<file path="config.mk">
export PLATFORM = sky130hd
export DESIGN_NAME = circular_deque_flat
export DESIGN_NICKNAME = d
export VERILOG_FILES = /design/src/hdl/cdq_pkg.sv /design/src/hdl/cdq_req_if.sv /design/src/hdl/cdq_rsp_if.sv /design/src/hdl/cdq_cfg_if.sv /design/src/hdl/cdq_cell.sv /design/src/hdl/cdq_rear_pick.sv /design/src/hdl/circular_deque.sv /design/src/flat_wrapper.sv
export SDC_FILE = /design/constraint.sdc
export NUM_CORES = 2
export LEC_CHECK = 0
export BUFFER_PORTS_ARGS = -buffer_cell sky130_fd_sc_hd__buf_4
export CAP_MARGIN = 20
export CORE_MARGIN = 2
export CORE_UTILIZATION = 46
export DETAILED_ROUTE_END_ITERATION = 8
export REMOVE_ABC_BUFFERS = 1
export SYNTH_ARGS = -nofsm -noshare
export SYNTH_HDL_FRONTEND = slang
export SYNTH_HIERARCHICAL = 1
export SYNTH_SLANG_ARGS = --single-unit
</file>
<file path="constraint.sdc">
create_clock -name clk_i -period 24.3 [get_ports clk_i]
set_input_delay 3.645 -clock clk_i [delete_from_list [all_inputs] [get_ports clk_i]]
set_output_delay 3.645 -clock clk_i [all_outputs]
set_load 0.005 [all_outputs]
</file>
<file path="src/hdl/cdq_pkg.sv">
// Shared types and constants of the circular deque.
package cdq_pkg;

  localparam int DEPTH_DEFAULT = 64;
  localparam int WORD_W        = 32;
  localparam int CFG_W         = 7;
  localparam int CAP_RESET     = 64;
  localparam int PICK_GRP      = 8;

  typedef enum logic [1:0] {
    MODE_PUSH_FRONT = 2'd0,
    MODE_PUSH_REAR  = 2'd1,
    MODE_POP_FRONT  = 2'd2,
    MODE_POP_REAR   = 2'd3
  } cdq_mode_e;

  typedef enum logic [1:0] {
    STAT_DONE  = 2'd0,
    STAT_FULL  = 2'd1,
    STAT_EMPTY = 2'd2
  } cdq_status_e;

  typedef enum logic [2:0] {
    CELL_HOLD,
    CELL_SHIFT_IN,
    CELL_SHIFT_OUT,
    CELL_APPEND,
    CELL_DROP_REAR,
    CELL_CLEAR
  } cdq_cell_op_e;

  typedef enum logic {
    S_IDLE,
    S_REAR
  } cdq_state_e;

  typedef struct packed {
    cdq_cell_op_e        op;
    logic [WORD_W-1:0]   value;
  } cdq_cell_cmd_t;

endpackage

</file>
<file path="src/hdl/cdq_req_if.sv">
// Request channel: mode and push value.
interface cdq_req_if;
  logic                              valid;
  logic                              ready;
  logic [1:0]                        mode;
  logic signed [cdq_pkg::WORD_W-1:0] push_value;

  modport source (output valid, output mode, output push_value, input ready);
  modport sink   (input valid, input mode, input push_value, output ready);
endinterface

</file>
<file path="src/hdl/cdq_rsp_if.sv">
// Response channel: popped value and status.
interface cdq_rsp_if;
  logic                              valid;
  logic                              ready;
  logic signed [cdq_pkg::WORD_W-1:0] pop_value;
  logic [1:0]                        status;

  modport source (output valid, output pop_value, output status, input ready);
  modport sink   (input valid, input pop_value, input status, output ready);
endinterface

</file>
<file path="src/hdl/cdq_cfg_if.sv">
// Configuration write channel: capacity in use.
interface cdq_cfg_if;
  logic                       valid;
  logic                       ready;
  logic [cdq_pkg::CFG_W-1:0]  capacity_in_use;

  modport source (output valid, output capacity_in_use, input ready);
  modport sink   (input valid, input capacity_in_use, output ready);
endinterface

</file>
<file path="src/hdl/cdq_cell.sv">
// One deque cell: a data word and a valid bit, shifting with its neighbors.
module cdq_cell (
  input  logic                          clk_i,
  input  logic                          rst_ni,
  input  cdq_pkg::cdq_cell_cmd_t        cmd_i,
  input  logic                          left_valid_i,
  input  logic [cdq_pkg::WORD_W-1:0]    left_data_i,
  input  logic                          right_valid_i,
  input  logic [cdq_pkg::WORD_W-1:0]    right_data_i,
  output logic                          valid_o,
  output logic                          last_o,
  output logic [cdq_pkg::WORD_W-1:0]    data_o
);

  logic                       valid_q, valid_d;
  logic [cdq_pkg::WORD_W-1:0] data_q, data_d;

  // Rear entry: held here, nothing held to the right.
  assign last_o  = valid_q && !right_valid_i;
  assign valid_o = valid_q;
  assign data_o  = data_q;

  always_comb begin
    valid_d = valid_q;
    data_d  = data_q;
    case (cmd_i.op)
      cdq_pkg::CELL_SHIFT_IN: begin
        valid_d = left_valid_i;
        data_d  = left_data_i;
      end
      cdq_pkg::CELL_SHIFT_OUT: begin
        valid_d = right_valid_i;
        data_d  = right_data_i;
      end
      cdq_pkg::CELL_APPEND: begin
        if (!valid_q && left_valid_i) begin
          valid_d = 1'b1;
          data_d  = cmd_i.value;
        end
      end
      cdq_pkg::CELL_DROP_REAR: begin
        if (last_o) valid_d = 1'b0;
      end
      cdq_pkg::CELL_CLEAR: begin
        valid_d = 1'b0;
      end
      default: begin
        valid_d = valid_q;
      end
    endcase
  end

  always_ff @(posedge clk_i or negedge rst_ni) begin
    if (!rst_ni) begin
      valid_q <= 1'b0;
    end else begin
      valid_q <= valid_d;
    end
  end

  always_ff @(posedge clk_i) begin
    data_q <= data_d;
  end

endmodule

</file>
<file path="src/hdl/cdq_rear_pick.sv">
// Registered two-level AND-OR tree that picks the rear cell's word.
module cdq_rear_pick #(
  parameter int DEPTH = cdq_pkg::DEPTH_DEFAULT
) (
  input  logic                                  clk_i,
  input  logic                                  load_i,
  input  logic [DEPTH-1:0]                      last_i,
  input  logic [DEPTH-1:0][cdq_pkg::WORD_W-1:0] data_i,
  output logic [cdq_pkg::WORD_W-1:0]            value_o
);

  localparam int GRP  = cdq_pkg::PICK_GRP;
  localparam int NGRP = (DEPTH + GRP - 1) / GRP;

  logic [NGRP*GRP-1:0][cdq_pkg::WORD_W-1:0] masked;
  logic [NGRP-1:0][cdq_pkg::WORD_W-1:0]     grp_d, grp_q;

  for (genvar i = 0; i < NGRP*GRP; i++) begin : g_mask
    if (i < DEPTH) begin : g_real
      assign masked[i] = last_i[i] ? data_i[i] : '0;
    end else begin : g_pad
      assign masked[i] = '0;
    end
  end

  always_comb begin
    for (int g = 0; g < NGRP; g++) begin
      grp_d[g] = '0;
      for (int k = 0; k < GRP; k++) begin
        grp_d[g] = grp_d[g] | masked[g*GRP + k];
      end
    end
  end

  // Capture the first level only when a rear pop is taken.
  always_ff @(posedge clk_i) begin
    if (load_i) grp_q <= grp_d;
  end

  always_comb begin
    value_o = '0;
    for (int g = 0; g < NGRP; g++) begin
      value_o = value_o | grp_q[g];
    end
  end

endmodule

</file>
<file path="src/hdl/circular_deque.sv">
// Circular deque: a row of shifting cells with occupancy and capacity control.
// Timing: push and front-pop responses go from the taken request into the output register;
//   a rear pop first latches the rear word into the registered pick tree, then answers from it.
// Throughput: one request per cycle while the skid stage is empty, except that a rear pop
//   holds off the input while its answer is read from the pick tree.
// Reset: deque empty (all cell valid bits cleared), capacity 64 clamped to DEPTH,
//   response channel empty; cell data is not reset.
module circular_deque #(
  parameter int DEPTH = cdq_pkg::DEPTH_DEFAULT
) (
  input  logic       clk_i,
  input  logic       rst_ni,
  cdq_req_if.sink    req_i,
  cdq_rsp_if.source  rsp_o,
  cdq_cfg_if.sink    cfg_i
);

  localparam int OW      = $clog2(DEPTH + 1);
  localparam int CAP_RST = (DEPTH < cdq_pkg::CAP_RESET) ? DEPTH : cdq_pkg::CAP_RESET;

  // Control state.
  cdq_pkg::cdq_state_e   state_q, state_d;
  logic [OW-1:0]         occ_q, occ_d;
  logic [OW-1:0]         cap_q, cap_d;

  // Response register and skid stage.
  logic                          out_valid_q, out_valid_d;
  logic [cdq_pkg::WORD_W-1:0]    out_value_q, out_value_d;
  cdq_pkg::cdq_status_e          out_status_q, out_status_d;
  logic                          skid_valid_q, skid_valid_d;
  logic [cdq_pkg::WORD_W-1:0]    skid_value_q, skid_value_d;
  cdq_pkg::cdq_status_e          skid_status_q, skid_status_d;

  // Response produced this cycle.
  logic                          res_valid;
  logic [cdq_pkg::WORD_W-1:0]    res_value;
  cdq_pkg::cdq_status_e          res_status;

  logic                          accept;
  logic                          pick_load;
  cdq_pkg::cdq_mode_e            mode;
  cdq_pkg::cdq_cell_cmd_t        cmd;
  logic [OW-1:0]                 cap_new;

  logic [DEPTH-1:0]                          cell_valid;
  logic [DEPTH-1:0]                          cell_last;
  logic [DEPTH-1:0][cdq_pkg::WORD_W-1:0]     cell_data;
  logic [cdq_pkg::WORD_W-1:0]                rear_value;

  // Take a new request only when idle and the skid stage has room.
  assign req_i.ready = (state_q == cdq_pkg::S_IDLE) && !skid_valid_q;
  assign accept      = req_i.valid && req_i.ready;
  assign mode        = cdq_pkg::cdq_mode_e'(req_i.mode);
  assign cfg_i.ready = 1'b1;

  // Clamp the written capacity into 1..DEPTH.
  always_comb begin
    if (cfg_i.capacity_in_use == '0) begin
      cap_new = OW'(1);
    end else if (int'(cfg_i.capacity_in_use) > DEPTH) begin
      cap_new = OW'(DEPTH);
    end else begin
      cap_new = OW'(cfg_i.capacity_in_use);
    end
  end

  // Request decode: drive the cell row, track occupancy, form the response.
  always_comb begin
    state_d    = state_q;
    occ_d      = occ_q;
    cap_d      = cap_q;
    cmd.op     = cdq_pkg::CELL_HOLD;
    cmd.value  = req_i.push_value;
    pick_load  = 1'b0;
    res_valid  = 1'b0;
    res_value  = '0;
    res_status = cdq_pkg::STAT_DONE;

    case (state_q)
      cdq_pkg::S_IDLE: begin
        if (accept) begin
          res_valid = 1'b1;
          case (mode)
            cdq_pkg::MODE_PUSH_FRONT: begin
              if (occ_q >= cap_q) begin
                res_status = cdq_pkg::STAT_FULL;
              end else begin
                cmd.op = cdq_pkg::CELL_SHIFT_IN;
                occ_d  = occ_q + OW'(1);
              end
            end
            cdq_pkg::MODE_PUSH_REAR: begin
              if (occ_q >= cap_q) begin
                res_status = cdq_pkg::STAT_FULL;
              end else begin
                cmd.op = cdq_pkg::CELL_APPEND;
                occ_d  = occ_q + OW'(1);
              end
            end
            cdq_pkg::MODE_POP_FRONT: begin
              if (occ_q == '0) begin
                res_status = cdq_pkg::STAT_EMPTY;
              end else begin
                // Front word sits in the first cell; shift the row toward it.
                cmd.op    = cdq_pkg::CELL_SHIFT_OUT;
                res_value = cell_data[0];
                occ_d     = occ_q - OW'(1);
              end
            end
            cdq_pkg::MODE_POP_REAR: begin
              if (occ_q == '0) begin
                res_status = cdq_pkg::STAT_EMPTY;
              end else begin
                // Latch the rear word into the pick tree and drop the cell.
                cmd.op    = cdq_pkg::CELL_DROP_REAR;
                pick_load = 1'b1;
                res_valid = 1'b0;
                occ_d     = occ_q - OW'(1);
                state_d   = cdq_pkg::S_REAR;
              end
            end
            default: begin
              res_status = cdq_pkg::STAT_DONE;
            end
          endcase
        end
      end
      cdq_pkg::S_REAR: begin
        res_valid = 1'b1;
        res_value = rear_value;
        state_d   = cdq_pkg::S_IDLE;
      end
      default: begin
        state_d = cdq_pkg::S_IDLE;
      end
    endcase

    // A capacity write empties the deque.
    if (cfg_i.valid) begin
      cap_d  = cap_new;
      occ_d  = '0;
      cmd.op = cdq_pkg::CELL_CLEAR;
    end
  end

  // Response path: output register backed by one skid entry.
  always_comb begin
    out_valid_d   = out_valid_q;
    out_value_d   = out_value_q;
    out_status_d  = out_status_q;
    skid_valid_d  = skid_valid_q;
    skid_value_d  = skid_value_q;
    skid_status_d = skid_status_q;
    if (!out_valid_q || rsp_o.ready) begin
      if (skid_valid_q) begin
        out_valid_d   = 1'b1;
        out_value_d   = skid_value_q;
        out_status_d  = skid_status_q;
        skid_valid_d  = res_valid;
        skid_value_d  = res_value;
        skid_status_d = res_status;
      end else begin
        out_valid_d  = res_valid;
        out_value_d  = res_value;
        out_status_d = res_status;
      end
    end else if (res_valid) begin
      skid_valid_d  = 1'b1;
      skid_value_d  = res_value;
      skid_status_d = res_status;
    end
  end

  assign rsp_o.valid     = out_valid_q;
  assign rsp_o.pop_value = out_value_q;
  assign rsp_o.status    = out_status_q;

  // Cell row: the first cell's left neighbor is the incoming value, always valid.
  for (genvar i = 0; i < DEPTH; i++) begin : g_cell
    logic                       lv, rv;
    logic [cdq_pkg::WORD_W-1:0] ld, rd;
    if (i == 0) begin : g_first
      assign lv = 1'b1;
      assign ld = cmd.value;
    end else begin : g_mid_l
      assign lv = cell_valid[i-1];
      assign ld = cell_data[i-1];
    end
    if (i == DEPTH - 1) begin : g_last
      assign rv = 1'b0;
      assign rd = '0;
    end else begin : g_mid_r
      assign rv = cell_valid[i+1];
      assign rd = cell_data[i+1];
    end
    cdq_cell u_cell (
      .clk_i         (clk_i),
      .rst_ni        (rst_ni),
      .cmd_i         (cmd),
      .left_valid_i  (lv),
      .left_data_i   (ld),
      .right_valid_i (rv),
      .right_data_i  (rd),
      .valid_o       (cell_valid[i]),
      .last_o        (cell_last[i]),
      .data_o        (cell_data[i])
    );
  end

  cdq_rear_pick #(
    .DEPTH (DEPTH)
  ) u_rear_pick (
    .clk_i   (clk_i),
    .load_i  (pick_load),
    .last_i  (cell_last),
    .data_i  (cell_data),
    .value_o (rear_value)
  );

  always_ff @(posedge clk_i or negedge rst_ni) begin
    if (!rst_ni) begin
      state_q      <= cdq_pkg::S_IDLE;
      occ_q        <= '0;
      cap_q        <= OW'(CAP_RST);
      out_valid_q  <= 1'b0;
      skid_valid_q <= 1'b0;
    end else begin
      state_q      <= state_d;
      occ_q        <= occ_d;
      cap_q        <= cap_d;
      out_valid_q  <= out_valid_d;
      skid_valid_q <= skid_valid_d;
    end
  end

  always_ff @(posedge clk_i) begin
    out_value_q   <= out_value_d;
    out_status_q  <= out_status_d;
    skid_value_q  <= skid_value_d;
    skid_status_q <= skid_status_d;
  end

  // Occupancy must match the number of valid cells.
  a_occ_cells: assert property (@(posedge clk_i) disable iff (!rst_ni)
    $countones(cell_valid) == int'(occ_q))
    else $error("occupancy disagrees with cell row");

  a_occ_cap: assert property (@(posedge clk_i) disable iff (!rst_ni)
    occ_q <= cap_q)
    else $error("occupancy above capacity");

  a_rear_done: assert property (@(posedge clk_i) disable iff (!rst_ni)
    state_q == cdq_pkg::S_REAR |=> state_q == cdq_pkg::S_IDLE)
    else $error("rear pop did not finish");

  a_skid_order: assert property (@(posedge clk_i) disable iff (!rst_ni)
    skid_valid_q |-> out_valid_q)
    else $error("skid holds a response ahead of an empty output");

endmodule
</file>
<file path="src/flat_wrapper.sv">
// flat-port wrapper written by rule: the top's interface ports become plain ports
module circular_deque_flat 
#(
  parameter int DEPTH = cdq_pkg::DEPTH_DEFAULT
)
  (clk_i, rst_ni, req_i_valid, req_i_mode, req_i_push_value, req_i_ready, rsp_o_valid, rsp_o_pop_value, rsp_o_status, rsp_o_ready, cfg_i_valid, cfg_i_capacity_in_use, cfg_i_ready);
  cdq_req_if req_i_i ();
  cdq_rsp_if rsp_o_i ();
  cdq_cfg_if cfg_i_i ();
  input  logic clk_i;
  input  logic rst_ni;
  input wire logic [$bits(req_i_i.valid)-1:0] req_i_valid;
  input wire logic [$bits(req_i_i.mode)-1:0] req_i_mode;
  input wire logic [$bits(req_i_i.push_value)-1:0] req_i_push_value;
  output wire logic [$bits(req_i_i.ready)-1:0] req_i_ready;
  output wire logic [$bits(rsp_o_i.valid)-1:0] rsp_o_valid;
  output wire logic [$bits(rsp_o_i.pop_value)-1:0] rsp_o_pop_value;
  output wire logic [$bits(rsp_o_i.status)-1:0] rsp_o_status;
  input wire logic [$bits(rsp_o_i.ready)-1:0] rsp_o_ready;
  input wire logic [$bits(cfg_i_i.valid)-1:0] cfg_i_valid;
  input wire logic [$bits(cfg_i_i.capacity_in_use)-1:0] cfg_i_capacity_in_use;
  output wire logic [$bits(cfg_i_i.ready)-1:0] cfg_i_ready;
  assign req_i_i.valid = req_i_valid;
  assign req_i_i.mode = req_i_mode;
  assign req_i_i.push_value = req_i_push_value;
  assign req_i_ready = req_i_i.ready;
  assign rsp_o_valid = rsp_o_i.valid;
  assign rsp_o_pop_value = rsp_o_i.pop_value;
  assign rsp_o_status = rsp_o_i.status;
  assign rsp_o_i.ready = rsp_o_ready;
  assign cfg_i_i.valid = cfg_i_valid;
  assign cfg_i_i.capacity_in_use = cfg_i_capacity_in_use;
  assign cfg_i_ready = cfg_i_i.ready;
  circular_deque #(.DEPTH(DEPTH)) u_core (.clk_i(clk_i), .rst_ni(rst_ni), .req_i(req_i_i), .rsp_o(rsp_o_i), .cfg_i(cfg_i_i));
endmodule
</file>
==> results by group <==
Timing
  • RSZ-0062 raised after global routing: no
  • Final Slew Violations: 0
  • Final Hold Vio Count: 0
  • Worst Max-Slew Pin Slew: ~1300 ps
  • Final Setup Violations: 0
  • Max-slew headroom: 0.152
  • Final min period: around 7700 ps
  • Final Skew: between 60 and 70 ps
  • Total negative slack: 0 ps
  • Tcrit/Tclk final: 0.317
  • Worst Hold Margin: between 500 and 600 ps
  • F_max: 130 MHz

Global routing
  • Gr usage total: 0.351
  • Pin count of the biggest net entering global routing: 144
  • Vias in the first global route: 114000
  • Initial antenna violation count: 25
  • First-pass GRT wire length: between 800 and 900 mm
  • Grt total ovfl: 0

Synth
  • Cell variety after synth: 59
  • Async SR Flop Fraction: 0.0330
  • Yosys reg bits: approximately 2500
  • Post-synthesis cell area: between 0.15 and 0.2 mm^2
  • Sequential area share after synthesis: 0.484
  • Syn Area/Cell: around 12 um^2
  • Syn Inst Count: roughly 13000
  • Synth Flop Type: edfxtp_1
  • Post-synth EDFFs: roughly 2400
  • Ys Warns: 6

Floorplan
  • Ports: just over 80
  • Starting Density: 0.463
  • Core Region: 0.327 mm^2
  • Die Y: just under 600 um
  • DIE AREA: ~0.33 mm^2
  • Die W: around 580 um
  • # rows: 210

Clock tree
  • CTS tree: yes
  • Hold_buf cts: 0
  • TritonCTS buffer count: a little under 300
  • Root Driver: clkbuf_16
  • Post-CTS setup buffers: 0
  • Post-CTS resize count: 0
  • Clk sinks: 2453
  • CTS clock-pin slew for the worst setup and hold paths: roughly 60 ps
  • Htree depth: 5
  • Clock Path Buffers: 4
  • Clock Latency Late Sink: 960 ps

Placement
  • GPL Wtd Cong: roughly 0.98
  • Post-detail-place hpwl: slightly above 400 mm
  • Number of port buffers: 81

Worst setup path
  • Worst path arrival time: roughly 8300 ps
  • Critical Path RT: about 25000 ps
  • Cell mode on critical path: buf_4
  • Crit-path cells: buf_4 > nand3_1 > a21oi_2 > and2_4 > or2_4 > buf_12 > buf_4 > buf_4 > inv_1 > and3_2 > a22oi_1 > a21oi_1
  • Crit-path max FO: 78
  • Critical path class: primary input to register
  • Critical Path Sink Type: register
  • Worst path top cell family by delay: buffers and inverters
  • Bufs and invs on worst path: 5
  • Max incr delay on CP: around 770 ps
  • Startpoint types: primary input
  • Slowest cell on the critical path: buf_4

Finish
  • Ratio of cells with drive above 1 in the final layout: 0.405
  • Most frequent cells in the layout: 2372 x edfxtp_1, 2126 x nor2_1, 1921 x a21oi_2, 1921 x a22oi_2, 1151 x a22oi_1
  • Area growth syn-to-layout: 7.67%
  • Most common cell after layout, fill and taps aside: edfxtp_1
  • Fin nets: 12500

Pwr
  • Worst VDD drop: about 0.050 mV
  • P_leak: 0.0477 uW
  • Power Dens Cells: around 94 mW/mm^2

Drt
  • Vias per inst: about 6.9
  • Starting DRT DRC Count: between 10000 and 15000
  • Routed WL: 608 mm
  • Detail Route Antenna Nets: 0
  • Drt pass-1 iters: 7
  • WL/cell: 36.0 um
  • # DRC: 0
  • Via count: between 100k and 150k

Worst hold path
  • Min-Delay Path Class: register to register

Job
  • Max_cap viols: 0

Status
  • Status: complete, no violations
[area by class of cell]
type / instances / area, um^2
Multi-Input combinational cell: 8891 / 70400
Tap cell: 4346 / 5440
Fill cell: 29300 / 164000
Antenna cell: 10 / 25.0
Clock buffer: 395 / 8180
Timing Repair Buffer: 426 / 3750
Clock inverter: 144 / 1170
Inverter: 227 / 852
Sequential cell: 2453 / 73300
[worst min-delay path: stages, from the launching register on]
cell     delay [ps]
dfstp_2         360
inv_1            60
o21ai_0          80
[state kept, by name, indices dropped and copies added (netlist names)]
signal                        flops
u_core/g_cell.u_cell/data_o    2048
u_core/u_rear_pick/grp_q        256
u_core/g_cell.u_cell/valid_o     64
u_core/rsp_o.pop_value           32
u_core/skid_value_q              32
u_core/cap_q                      7
u_core/occ_q                      7
u_core/rsp_o.status               2
u_core/skid_status_q              2
u_core/rsp_o.valid                1
u_core/skid_valid_q               1
u_core/state_q                    1
[cells by family after synthesis]
family,Yosys count,share of synthesized area
buffers and inverters,1330,0.0593
DFF,2453,0.484
and+or+nand+nor,3162,0.0940
other,2,0.0000496
adders and majority gates,141,0.0117
xor gates and xnor gates,4,0.000231
muxes,60,0.00425
AOI/OAI and AO/OA,5486,0.347
[final timing paths]
path                                             startpoint                                            end  cells past startpoint  slack [ps]
worst max-delay path                          req_i_mode[1]  u_core/g_cell[48].u_cell/data_o[11]$_DFFE_PP_                     12       16600
max in group asynchronous                            rst_ni   u_core/g_cell[42].u_cell/valid_o$_DFFE_PN0P_                      2       19890
worst min register to register  u_core/cap_q[6]$_DFFE_PN1P_                    u_core/cap_q[6]$_DFFE_PN1P_                      2         510
worst max register to register  u_core/occ_q[0]$_DFFE_PN0P_  u_core/g_cell[35].u_cell/data_o[11]$_DFFE_PP_                     14       18200
min in group asynchronous                            rst_ni   u_core/g_cell[27].u_cell/valid_o$_DFFE_PN0P_                      1        2790
worst min-delay path            u_core/cap_q[6]$_DFFE_PN1P_                    u_core/cap_q[6]$_DFFE_PN1P_                      2         510
[power breakdown]
part,internal (uW),switching (uW)
sequential,6010,1130
combinational,1130,2540
clock,2550,1910
[synthesized netlist by cell type (43+ instances only)]
library cell     n  area (um^2)
a22o_1          74          648
and3_1          64          400
ha_1           140         1750
o21ai_0         48          240
a21oi_2       1921        16800
nand3b_1        45          338
inv_2           45          169
buf_2          331         1660
inv_1          182          683
edfxtp_1      2372        71200
nand2_1        145          544
clkbuf_1       245          920
nand4_1        257         1610
nor3_1          45          225
nor4_1         108          676
a22oi_1       1151         8640
buf_12          66         1320
nand2b_1       127          795
a22oi_2       1921        24000
dfrtp_1         80         2000
buf_1           64          240
a21oi_1        262         1310
buf_4          128          961
buf_6          268         3020
nor2b_1         67          419
a31oi_1         43          269
nor2_1        2190         8220
[per-layer routing]
metal  routed length (um)  GRT usage
met4                45400      0.220
met5                  375    0.00525
met2               286000      0.574
met1               225000      0.425
met3                51000     0.0716
[through the flow]
stage / std cells / area (um^2) / total power, uW / utilization / setup WS (ps)
after global placement: 16300 / 153000 / 10700 / 0.467 / 15880
final: 16900 / 163000 / 15300 / 0.498 / 16600
after CTS: 16900 / 163000 / 15200 / 0.497 / 16730
after floorplan: 11600 / 143000 / 9050 / - / -4780
after global routing: 16900 / 163000 / 15700 / 0.498 / 16400
after detailed placement: 16300 / 153000 / 10800 / 0.468 / 15760
Power figures use the tool's default switching activity.
